**src/sv/mm4_pkg.sv**
```systemverilog
`default_nettype none
// ----------------------------------------------------------------------------
// mm4_pkg
// Shared sizes, command codes and controller/datapath interface types for
// the Q16.16 square matrix multiplier.
// ----------------------------------------------------------------------------
package mm4_pkg;

	localparam int DIM    = 4;
	localparam int CELLS  = DIM * DIM;
	localparam int ADDR_W = $clog2(CELLS);
	localparam int K_W    = (DIM > 1) ? $clog2(DIM) : 1;
	localparam int VAL_W  = 32;
	localparam int IDX_W  = 4;
	localparam int CMD_W  = 2;
	localparam int PROD_W = 2 * VAL_W;
	localparam int FRAC_W = 16;
	// shifted product is PROD_W - FRAC_W bits; DIM terms need K_W more, plus one spare
	localparam int ACC_W  = PROD_W - FRAC_W + K_W + 1;

	localparam logic [CMD_W-1:0] CMD_LOAD_LEFT  = 2'd0;
	localparam logic [CMD_W-1:0] CMD_LOAD_RIGHT = 2'd1;
	localparam logic [CMD_W-1:0] CMD_COMPUTE    = 2'd2;

	typedef struct packed {
		logic load_l;
		logic load_r;
		logic start;
		logic issue;
		logic emit;
	} mm4_cmd_t;

	typedef struct packed {
		logic k_last;
		logic e_last;
		logic acc_done;
		logic out_free;
	} mm4_stat_t;

endpackage
`default_nettype wire

```
**src/sv/matrix_4x4_multiply_top.sv**
```systemverilog
`default_nettype none
// ----------------------------------------------------------------------------
// matrix_4x4_multiply_top
// Square matrix product in signed Q16.16, both matrices in column-major order.
// ----------------------------------------------------------------------------
// Load requests produce no result and can be taken back to back while idle.
// A compute request produces DIM*DIM results. For each, the sequencer issues
// its multiply-accumulate terms over k, lets the read/multiply/accumulate
// pipeline drain and moves the saturated sum into the output register once
// that has room; the next element starts only then. Input is held off meanwhile.
// Reset (arst_n low) clears both matrices to zero via per-entry valid bits.
// ----------------------------------------------------------------------------
module matrix_4x4_multiply_top (
	input  wire logic                               clk,
	input  wire logic                               arst_n,
	// request channel
	input  wire logic                               in_valid,
	output logic                                    in_ready,
	input  wire logic [mm4_pkg::CMD_W-1:0]          command,
	input  wire logic [mm4_pkg::IDX_W-1:0]          element_index,
	input  wire logic signed [mm4_pkg::VAL_W-1:0]   element_value,
	// result channel
	output logic                                    out_valid,
	input  wire logic                               out_ready,
	output logic [mm4_pkg::IDX_W-1:0]               product_index,
	output logic signed [mm4_pkg::VAL_W-1:0]        product_value,
	output logic                                    last
);

	// command and status between sequencer and datapath
	mm4_pkg::mm4_cmd_t  cmd;
	mm4_pkg::mm4_stat_t stat;

	// sequencer: holds off requests while a compute runs, paces the
	// per-element multiply-accumulate and waits for room at the output
	mm4_ctrl u_ctrl (
		.clk      (clk),
		.arst_n   (arst_n),
		.in_valid (in_valid),
		.in_ready (in_ready),
		.command  (command),
		.stat     (stat),
		.cmd      (cmd)
	);

	// datapath: matrix stores, one multiply per cycle while terms issue,
	// wide accumulate, saturate, and the output register that lets loads
	// proceed while the final result waits to be taken
	mm4_datapath u_dp (
		.clk           (clk),
		.arst_n        (arst_n),
		.cmd           (cmd),
		.stat          (stat),
		.element_index (element_index),
		.element_value (element_value),
		.out_valid     (out_valid),
		.out_ready     (out_ready),
		.product_index (product_index),
		.product_value (product_value),
		.last          (last)
	);

endmodule
`default_nettype wire

```
**src/sv/mm4_ctrl.sv**
```systemverilog
`default_nettype none
// ----------------------------------------------------------------------------
// mm4_ctrl
// Sequencer: takes requests, steps the multiply-accumulate over k for each
// product element and hands finished sums to the output register.
// ----------------------------------------------------------------------------
module mm4_ctrl (
	input  wire logic                          clk,
	input  wire logic                          arst_n,
	input  wire logic                          in_valid,
	output logic                               in_ready,
	input  wire logic [mm4_pkg::CMD_W-1:0]     command,
	input  wire mm4_pkg::mm4_stat_t            stat,
	output mm4_pkg::mm4_cmd_t                  cmd
);

	typedef enum logic [1:0] {
		S_IDLE,
		S_MAC,
		S_WAIT
	} state_t;

	state_t state_q;
	logic   in_ready_q;
	logic   accept;

	assign in_ready = in_ready_q;
	assign accept   = in_valid && in_ready_q;

	always_comb begin
		cmd        = '0;
		cmd.load_l = accept && (command == mm4_pkg::CMD_LOAD_LEFT);
		cmd.load_r = accept && (command == mm4_pkg::CMD_LOAD_RIGHT);
		cmd.start  = accept && (command == mm4_pkg::CMD_COMPUTE);
		cmd.issue  = (state_q == S_MAC);
		cmd.emit   = (state_q == S_WAIT) && stat.acc_done && stat.out_free;
	end

	always_ff @(posedge clk or negedge arst_n) begin
		if (!arst_n) begin
			state_q    <= S_IDLE;
			in_ready_q <= 1'b0;
		end else begin
			unique case (state_q)
				S_IDLE: begin
					if (cmd.start) begin
						in_ready_q <= 1'b0;
						state_q    <= S_MAC;
					end else begin
						in_ready_q <= 1'b1;
					end
				end
				S_MAC: begin
					if (stat.k_last) begin
						state_q <= S_WAIT;
					end
				end
				S_WAIT: begin
					if (cmd.emit) begin
						if (stat.e_last) begin
							in_ready_q <= 1'b1;
							state_q    <= S_IDLE;
						end else begin
							state_q <= S_MAC;
						end
					end
				end
				default: begin
					state_q <= S_IDLE;
				end
			endcase
		end
	end

endmodule
`default_nettype wire

```
**src/sv/mm4_datapath.sv**
```systemverilog
`default_nettype none
// ----------------------------------------------------------------------------
// mm4_datapath
// Matrix stores, element counters, read/multiply/accumulate pipeline,
// saturation and the output register.
// ----------------------------------------------------------------------------
module mm4_datapath (
	input  wire logic                               clk,
	input  wire logic                               arst_n,
	input  wire mm4_pkg::mm4_cmd_t                  cmd,
	output mm4_pkg::mm4_stat_t                      stat,
	input  wire logic [mm4_pkg::IDX_W-1:0]          element_index,
	input  wire logic signed [mm4_pkg::VAL_W-1:0]   element_value,
	output logic                                    out_valid,
	input  wire logic                               out_ready,
	output logic [mm4_pkg::IDX_W-1:0]               product_index,
	output logic signed [mm4_pkg::VAL_W-1:0]        product_value,
	output logic                                    last
);

	localparam int ADDR_W = mm4_pkg::ADDR_W;
	localparam int K_W    = mm4_pkg::K_W;
	localparam int VAL_W  = mm4_pkg::VAL_W;
	localparam int ACC_W  = mm4_pkg::ACC_W;
	localparam int SH_W   = mm4_pkg::PROD_W - mm4_pkg::FRAC_W;

	localparam logic signed [ACC_W-1:0] SAT_MAX =
		ACC_W'(signed'({1'b0, {(VAL_W-1){1'b1}}}));
	localparam logic signed [ACC_W-1:0] SAT_MIN =
		ACC_W'(signed'({1'b1, {(VAL_W-1){1'b0}}}));

	logic [VAL_W-1:0]              mem_l [mm4_pkg::CELLS];
	logic [VAL_W-1:0]              mem_r [mm4_pkg::CELLS];
	logic [mm4_pkg::CELLS-1:0]     vl_q;
	logic [mm4_pkg::CELLS-1:0]     vr_q;

	logic [31:0]                   idx_wide;
	logic [ADDR_W-1:0]             wr_addr;
	logic                          wr_ok;

	logic [K_W-1:0]                k_q, r_q, c_q;
	logic [ADDR_W-1:0]             e_q;
	logic                          k_last, r_last, e_last;
	logic [ADDR_W-1:0]             ra_l, ra_r;
	logic [31:0]                   e_wide;

	logic [VAL_W-1:0]              rd_l_s1, rd_r_s1;
	logic                          rdv_l_s1, rdv_r_s1;
	logic                          valid_s1, first_s1, lastk_s1;
	logic signed [VAL_W-1:0]       opl, opr;

	logic signed [mm4_pkg::PROD_W-1:0] prod_s2;
	logic                          valid_s2, first_s2, lastk_s2;
	logic signed [mm4_pkg::PROD_W-1:0] prod_sh;
	logic signed [ACC_W-1:0]       term;

	logic signed [ACC_W-1:0]       acc_q;
	logic                          acc_done_q;
	logic signed [VAL_W-1:0]       sat_val;

	logic                          out_valid_q;
	logic [mm4_pkg::IDX_W-1:0]     out_idx_q;
	logic signed [VAL_W-1:0]       out_val_q;
	logic                          out_last_q;

	// load address, ignoring positions past the end of the store
	assign idx_wide = {{(32-mm4_pkg::IDX_W){1'b0}}, element_index};
	assign wr_addr  = idx_wide[ADDR_W-1:0];
	assign wr_ok    = idx_wide < 32'(mm4_pkg::CELLS);

	assign k_last = (k_q == K_W'(mm4_pkg::DIM - 1));
	assign r_last = (r_q == K_W'(mm4_pkg::DIM - 1));
	assign e_last = (e_q == ADDR_W'(mm4_pkg::CELLS - 1));
	assign ra_l   = ADDR_W'(32'(k_q) * mm4_pkg::DIM + 32'(r_q));
	assign ra_r   = ADDR_W'(32'(c_q) * mm4_pkg::DIM + 32'(k_q));
	assign e_wide = 32'(e_q);

	always_ff @(posedge clk) begin
		if (cmd.load_l && wr_ok) begin
			mem_l[wr_addr] <= element_value;
		end
		if (cmd.load_r && wr_ok) begin
			mem_r[wr_addr] <= element_value;
		end
		if (cmd.issue) begin
			rd_l_s1 <= mem_l[ra_l];
			rd_r_s1 <= mem_r[ra_r];
		end
	end

	always_ff @(posedge clk or negedge arst_n) begin
		if (!arst_n) begin
			vl_q     <= '0;
			vr_q     <= '0;
			rdv_l_s1 <= 1'b0;
			rdv_r_s1 <= 1'b0;
		end else begin
			if (cmd.load_l && wr_ok) begin
				vl_q[wr_addr] <= 1'b1;
			end
			if (cmd.load_r && wr_ok) begin
				vr_q[wr_addr] <= 1'b1;
			end
			if (cmd.issue) begin
				rdv_l_s1 <= vl_q[ra_l];
				rdv_r_s1 <= vr_q[ra_r];
			end
		end
	end

	// element and term counters
	always_ff @(posedge clk or negedge arst_n) begin
		if (!arst_n) begin
			k_q <= '0;
			r_q <= '0;
			c_q <= '0;
			e_q <= '0;
		end else begin
			if (cmd.start) begin
				k_q <= '0;
				r_q <= '0;
				c_q <= '0;
				e_q <= '0;
			end else begin
				if (cmd.issue) begin
					k_q <= k_last ? '0 : k_q + K_W'(1);
				end
				if (cmd.emit) begin
					e_q <= e_q + ADDR_W'(1);
					r_q <= r_last ? '0 : r_q + K_W'(1);
					if (r_last) begin
						c_q <= c_q + K_W'(1);
					end
				end
			end
		end
	end

	// unwritten entries read as zero
	assign opl = rdv_l_s1 ? signed'(rd_l_s1) : '0;
	assign opr = rdv_r_s1 ? signed'(rd_r_s1) : '0;

	always_ff @(posedge clk) begin
		prod_s2 <= opl * opr;
	end

	// arithmetic shift floors toward minus infinity; sign-extend the term
	assign prod_sh = prod_s2 >>> mm4_pkg::FRAC_W;
	assign term    = ACC_W'(signed'(prod_sh[SH_W-1:0]));

	always_ff @(posedge clk) begin
		if (valid_s2) begin
			acc_q <= (first_s2 ? '0 : acc_q) + term;
		end
	end

	always_ff @(posedge clk or negedge arst_n) begin
		if (!arst_n) begin
			valid_s1   <= 1'b0;
			first_s1   <= 1'b0;
			lastk_s1   <= 1'b0;
			valid_s2   <= 1'b0;
			first_s2   <= 1'b0;
			lastk_s2   <= 1'b0;
			acc_done_q <= 1'b0;
		end else begin
			valid_s1 <= cmd.issue;
			first_s1 <= (k_q == '0);
			lastk_s1 <= k_last;
			valid_s2 <= valid_s1;
			first_s2 <= first_s1;
			lastk_s2 <= lastk_s1;
			if (valid_s2 && lastk_s2) begin
				acc_done_q <= 1'b1;
			end else if (cmd.emit) begin
				acc_done_q <= 1'b0;
			end
		end
	end

	always_comb begin
		priority if (acc_q > SAT_MAX) begin
			sat_val = SAT_MAX[VAL_W-1:0];
		end else if (acc_q < SAT_MIN) begin
			sat_val = SAT_MIN[VAL_W-1:0];
		end else begin
			sat_val = acc_q[VAL_W-1:0];
		end
	end

	// output register
	always_ff @(posedge clk or negedge arst_n) begin
		if (!arst_n) begin
			out_valid_q <= 1'b0;
		end else if (cmd.emit) begin
			out_valid_q <= 1'b1;
		end else if (out_ready) begin
			out_valid_q <= 1'b0;
		end
	end

	always_ff @(posedge clk) begin
		if (cmd.emit) begin
			out_idx_q  <= e_wide[mm4_pkg::IDX_W-1:0];
			out_val_q  <= sat_val;
			out_last_q <= e_last;
		end
	end

	assign out_valid     = out_valid_q;
	assign product_index = out_idx_q;
	assign product_value = out_val_q;
	assign last          = out_last_q;

	always_comb begin
		stat          = '0;
		stat.k_last   = k_last;
		stat.e_last   = e_last;
		stat.acc_done = acc_done_q;
		stat.out_free = !out_valid_q || out_ready;
	end

`ifndef SYNTHESIS
	a_emit_needs_room: assert property (@(posedge clk) disable iff (!arst_n)
		cmd.emit |-> (!out_valid_q || out_ready))
		else $error("emit while output register is occupied");
	a_emit_needs_sum: assert property (@(posedge clk) disable iff (!arst_n)
		cmd.emit |-> acc_done_q)
		else $error("emit before sum is complete");
	a_no_load_in_compute: assert property (@(posedge clk) disable iff (!arst_n)
		cmd.issue |-> !(cmd.load_l || cmd.load_r || cmd.start))
		else $error("request taken during compute");
	a_sum_flag: assert property (@(posedge clk) disable iff (!arst_n)
		(valid_s2 && lastk_s2) |=> acc_done_q)
		else $error("completed sum not flagged");
`endif

endmodule
`default_nettype wire

```
**config.mk**
```make
export PLATFORM = sky130hd
export DESIGN_NAME = matrix_4x4_multiply_top
export DESIGN_NICKNAME = d
export VERILOG_FILES = /design/src/sv/mm4_pkg.sv /design/src/sv/matrix_4x4_multiply_top.sv /design/src/sv/mm4_ctrl.sv /design/src/sv/mm4_datapath.sv
export SDC_FILE = /design/constraint.sdc
export NUM_CORES = 2
export LEC_CHECK = 0
export ABC_AREA = 1
export BUFFER_PORTS_ARGS = -buffer_cell sky130_fd_sc_hd__buf_2
export CORE_AREA = 2 2 473 475
export DETAILED_ROUTE_END_ITERATION = 16
export DIE_AREA = 0 0 475 477
export GPL_ROUTABILITY_DRIVEN = 0
export RECOVER_POWER = 25
export SLEW_MARGIN = 25
export SYNTH_ARGS = -nofsm -noshare
export SYNTH_HDL_FRONTEND = slang
export SYNTH_SLANG_ARGS = --single-unit
```
**constraint.sdc**
```tcl
create_clock -name clk -period 7.8 [get_ports clk]
set_input_delay 0.78 -clock clk [delete_from_list [all_inputs] [get_ports clk]]
set_output_delay 0.78 -clock clk [all_outputs]
set_load 0.01 [all_outputs]
```
==> results by group <==
Outcome
  • Status: completed

STA
  • Crit path time final: 7.73 ns
  • Max Transition Viols Final: 0
  • Tightest Pin Transition: 1.40 ns
  • Final Skew: 0.0656 ns
  • Final setup TNS: 0 ns
  • RSZ-0062 raised after global routing: true
  • Max Clock Freq: roughly 0.13 GHz
  • Max-slew headroom: 6.99%
  • Final setup fails: 0
  • Period utilisation layout: around 99%
  • Fin. Hold Viols: 0

Critical path
  • CP delay by family, top: adder cells
  • CP max stage cell: fa_1
  • Worst Path Buf+Inv: 4
  • CP peak stage delay: approximately 0.58 ns
  • Type of destination of the critical path: register
  • Startpoint Class: register
  • Cell mode on critical path: fa_1
  • Critical path type: reg2reg
  • Worst Path Max Fanout: 11
  • Crit path required time: 8.43 ns
  • Data arrival time of the worst path: between 8 and 9 ns
  • CP startpoint: u_dp.rdv_l_s1
  • Worst path cell trace: buf_4, nand2_1, inv_1, nand2_1, fa_1, fa_1, fa_1, fa_1, inv_1, fa_1, fa_1, fa_1, fa_1, ha_1, nand2_1, o21ai_0, inv_1, nand2_1, nand2_1, and2_1, nand2_2, xor2_1
  • Worst reg2reg endpoint: u_dp.prod_s2[31]
  • R2R setup slack: 0.07 ns
  • R2R depth: 22
  • RR Startpoint: u_dp.rdv_l_s1

Yosys
  • Mapped cell area: 0.0881 mm2
  • Syn. warnings: 0
  • Distinct cells, synth: 52
  • Synth Area in Compound Gates: around 7.3%
  • Number of synthesized flops with an enable pin: about 1200
  • Cell taking the most area after synthesis: edfxtp_1
  • Top-count cell post-synth: nor2_1
  • Adder-cell share of the synthesized area: 27.9%
  • Largest family of logic cells by synthesized area: adder cells
  • Ys async rst share: 4.30%
  • Post-synthesis mux area share: 1.03%
  • Cells after Synth: 8412
  • Simple-gate share of the synthesized area: ~13%
  • Post-synthesis net count: 9770
  • Post-synth top area share: around 40%
  • Top area cells in the synthesized netlist: edfxtp_1 40%, fa_1 25%, nor2_1 5.8%, inv_1 5.6%, nand2_1 5.2%
  • Synthesized flop and latch total: 1279
  • Sequential share of the synthesized area: 42.7%
  • Top post-synthesis cells by count: 1360 x nor2_1, 1311 x inv_1, 1220 x nand2_1
  • XOR/XNOR Fraction of Synth Area: 0.577%
  • Mean Syn Cell Area: 10.5 um2
  • Top FF cell, synth: edfxtp_1

Clock network
  • Clock root buffer: clkbuf_16
  • Clock slew seen by the registers of the worst setup and hold paths: 0.06 ns
  • H-tree depth: 4
  • Clock Sink Count: 1279
  • CTS tree: built
  • Maximum clock insertion buffer count: 3
  • Total CTS buffers: 135
  • Worst skew pair latency: between 0.8 and 0.9 ns

Drt
  • DRT Pass-1 Iters: 6
  • Vias per inst: 5.32
  • Initial detailed-routing violation count: roughly 6000
  • DRT met1 WL: between 100000 and 150000 um
  • DRC Markers: 0
  • Met2 WL: 124000 um
  • WL/cell: 22.4 um
  • Vias: 61700
  • WL final: 260000 um
  • Routed length on met3: between 20000 and 25000 um
  • Top layer in use: met5
  • Detail Route Antenna Nets: 0

Final layout
  • Fin cells: about 12000
  • Fraction of layout cells with a size suffix above 1: 7.39%
  • Area Growth Syn to Fin: 10.9%
  • # nets final: 9875

Place
  • DP Wirelength: 189000 um
  • Port bufs: 80
  • Placed cell count: 11400

Die
  • Die H: 477 um
  • Die width: 475 um
  • Initial Util: 39.8%
  • DIE AREA: 0.227 mm2
  • Row Count: roughly 170
  • I/O Pins: 81
  • Core footprint: 0.221 mm2

Global route
  • Largest net degree at the start of global routing: 198
  • Overall global routing resource usage: 23.0%
  • First-pass GRT wire length: 393000 um
  • Number of global-route vias before repair: roughly 63000
  • Antenna violations before repair: 18
  • Remaining Overflow, GRT: 0

Flow run
  • Max-cap violations: 0

Hold path
  • Worst Hold Class: in2async
## timing repair
| item | in CTS | in global routing |
|---|---|---|
| setup buffers | 0 | 5 |
| endpoints found under the setup margin | 2 | 40 |
| pin swaps | 0 | 2 |
| resized for setup | 1 | 52 |
| hold buffers | 0 | 0 |
## cell families (layout without fill, tap and decap cells)
kind of cell / count (synthesis) / count (layout)
xor gates and xnor gates: 58 / 58
and+or+nand+nor: 2891 / 2891
buffers and inverters: 1707 / 1919
other: 0 / 5
AOI/OAI and AO/OA: 1070 / 1070
DFF: 1279 / 1279
adders and majority gates: 1316 / 1316
muxes: 91 / 91
## cell usage in the layout, fill, tap and decap left out, types with 49 or more instances in the layout
cell type	n
buf_2	51
nand2_1	1217
ha_1	232
dfrtp_1	49
clkbuf_16	135
clkbuf_1	57
nand3_1	177
o21ai_0	512
o22ai_1	79
o221ai_1	144
o211ai_1	54
nor2_1	1318
mux2i_1	91
edfxtp_1	1176
fa_1	1080
a21oi_1	165
buf_4	230
inv_1	1294
## sequential cells by signal, summed over array words and instances (netlist names), 2 cells and up
register            flops
u_dp.k_q                2
u_dp.e_q                4
u_dp.prod_s2           48
u_dp.rd_r_s1           32
u_dp.vl_q              16
u_dp.c_q                2
u_dp.acc_q             51
u_dp.r_q                2
u_dp.rd_l_s1           32
u_dp.mem_r            512
u_dp.product_value     32
u_dp.product_index      4
u_dp.vr_q              16
u_dp.mem_l            512
u_ctrl.state_q          2
## how the worst max path moves through the flow
| stage | to | slack, ns | cells after the start |
|---|---|---|---|
| 2_1_floorplan | u_dp.prod_s2[63] | 0.11 | 27 |
| 3_3_place_gp | u_dp.prod_s2[56] | -0.08 | 25 |
| 3_5_place_dp | u_dp.prod_s2[40] | 0.03 | 24 |
| 4_1_cts | u_dp.prod_s2[60] | 0.03 | 23 |
| 5_1_grt | u_dp.prod_s2[60] | -0.06 | 32 |
| 6_report | u_dp.prod_s2[31] | 0.07 | 22 |
## through the flow
| step | utilization, % | hold slack (ns) | area (um2) | setup slack [ns] |
|---|---|---|---|---|
| floorplan | - | 0.331 | 88100 | 0.111 |
| global placement | 42.0 | 0.337 | 93100 | -0.0810 |
| detailed placement | 42.0 | 0.335 | 93100 | 0.0336 |
| CTS | 44.1 | 0.160 | 97500 | 0.0264 |
| global route | 44.1 | 0.182 | 97700 | -0.0617 |
| finish | 44.1 | 0.150 | 97700 | 0.0657 |
## metal layers
metal,track usage (%),up-vias
li1,-,27400
met1,29.3,31300
met2,38.1,2514
met3,4.80,507
met4,9.49,10
met5,0,-
## cell type report
class                      instances  area, um2
fill                           20600     124000
multi-input combinational       5426      44200
sequential                      1279      37700
inverter                        1339       5100
tap                             2975       3720
clock buffer                     164       3500
timing repair buffer             336       2560
clock inverter                    80        952
antenna                            5       12.5
Power is left out: the tool's default activity adds up to more than one toggle a clock period on the data nets, which glitch-free logic cannot reach.
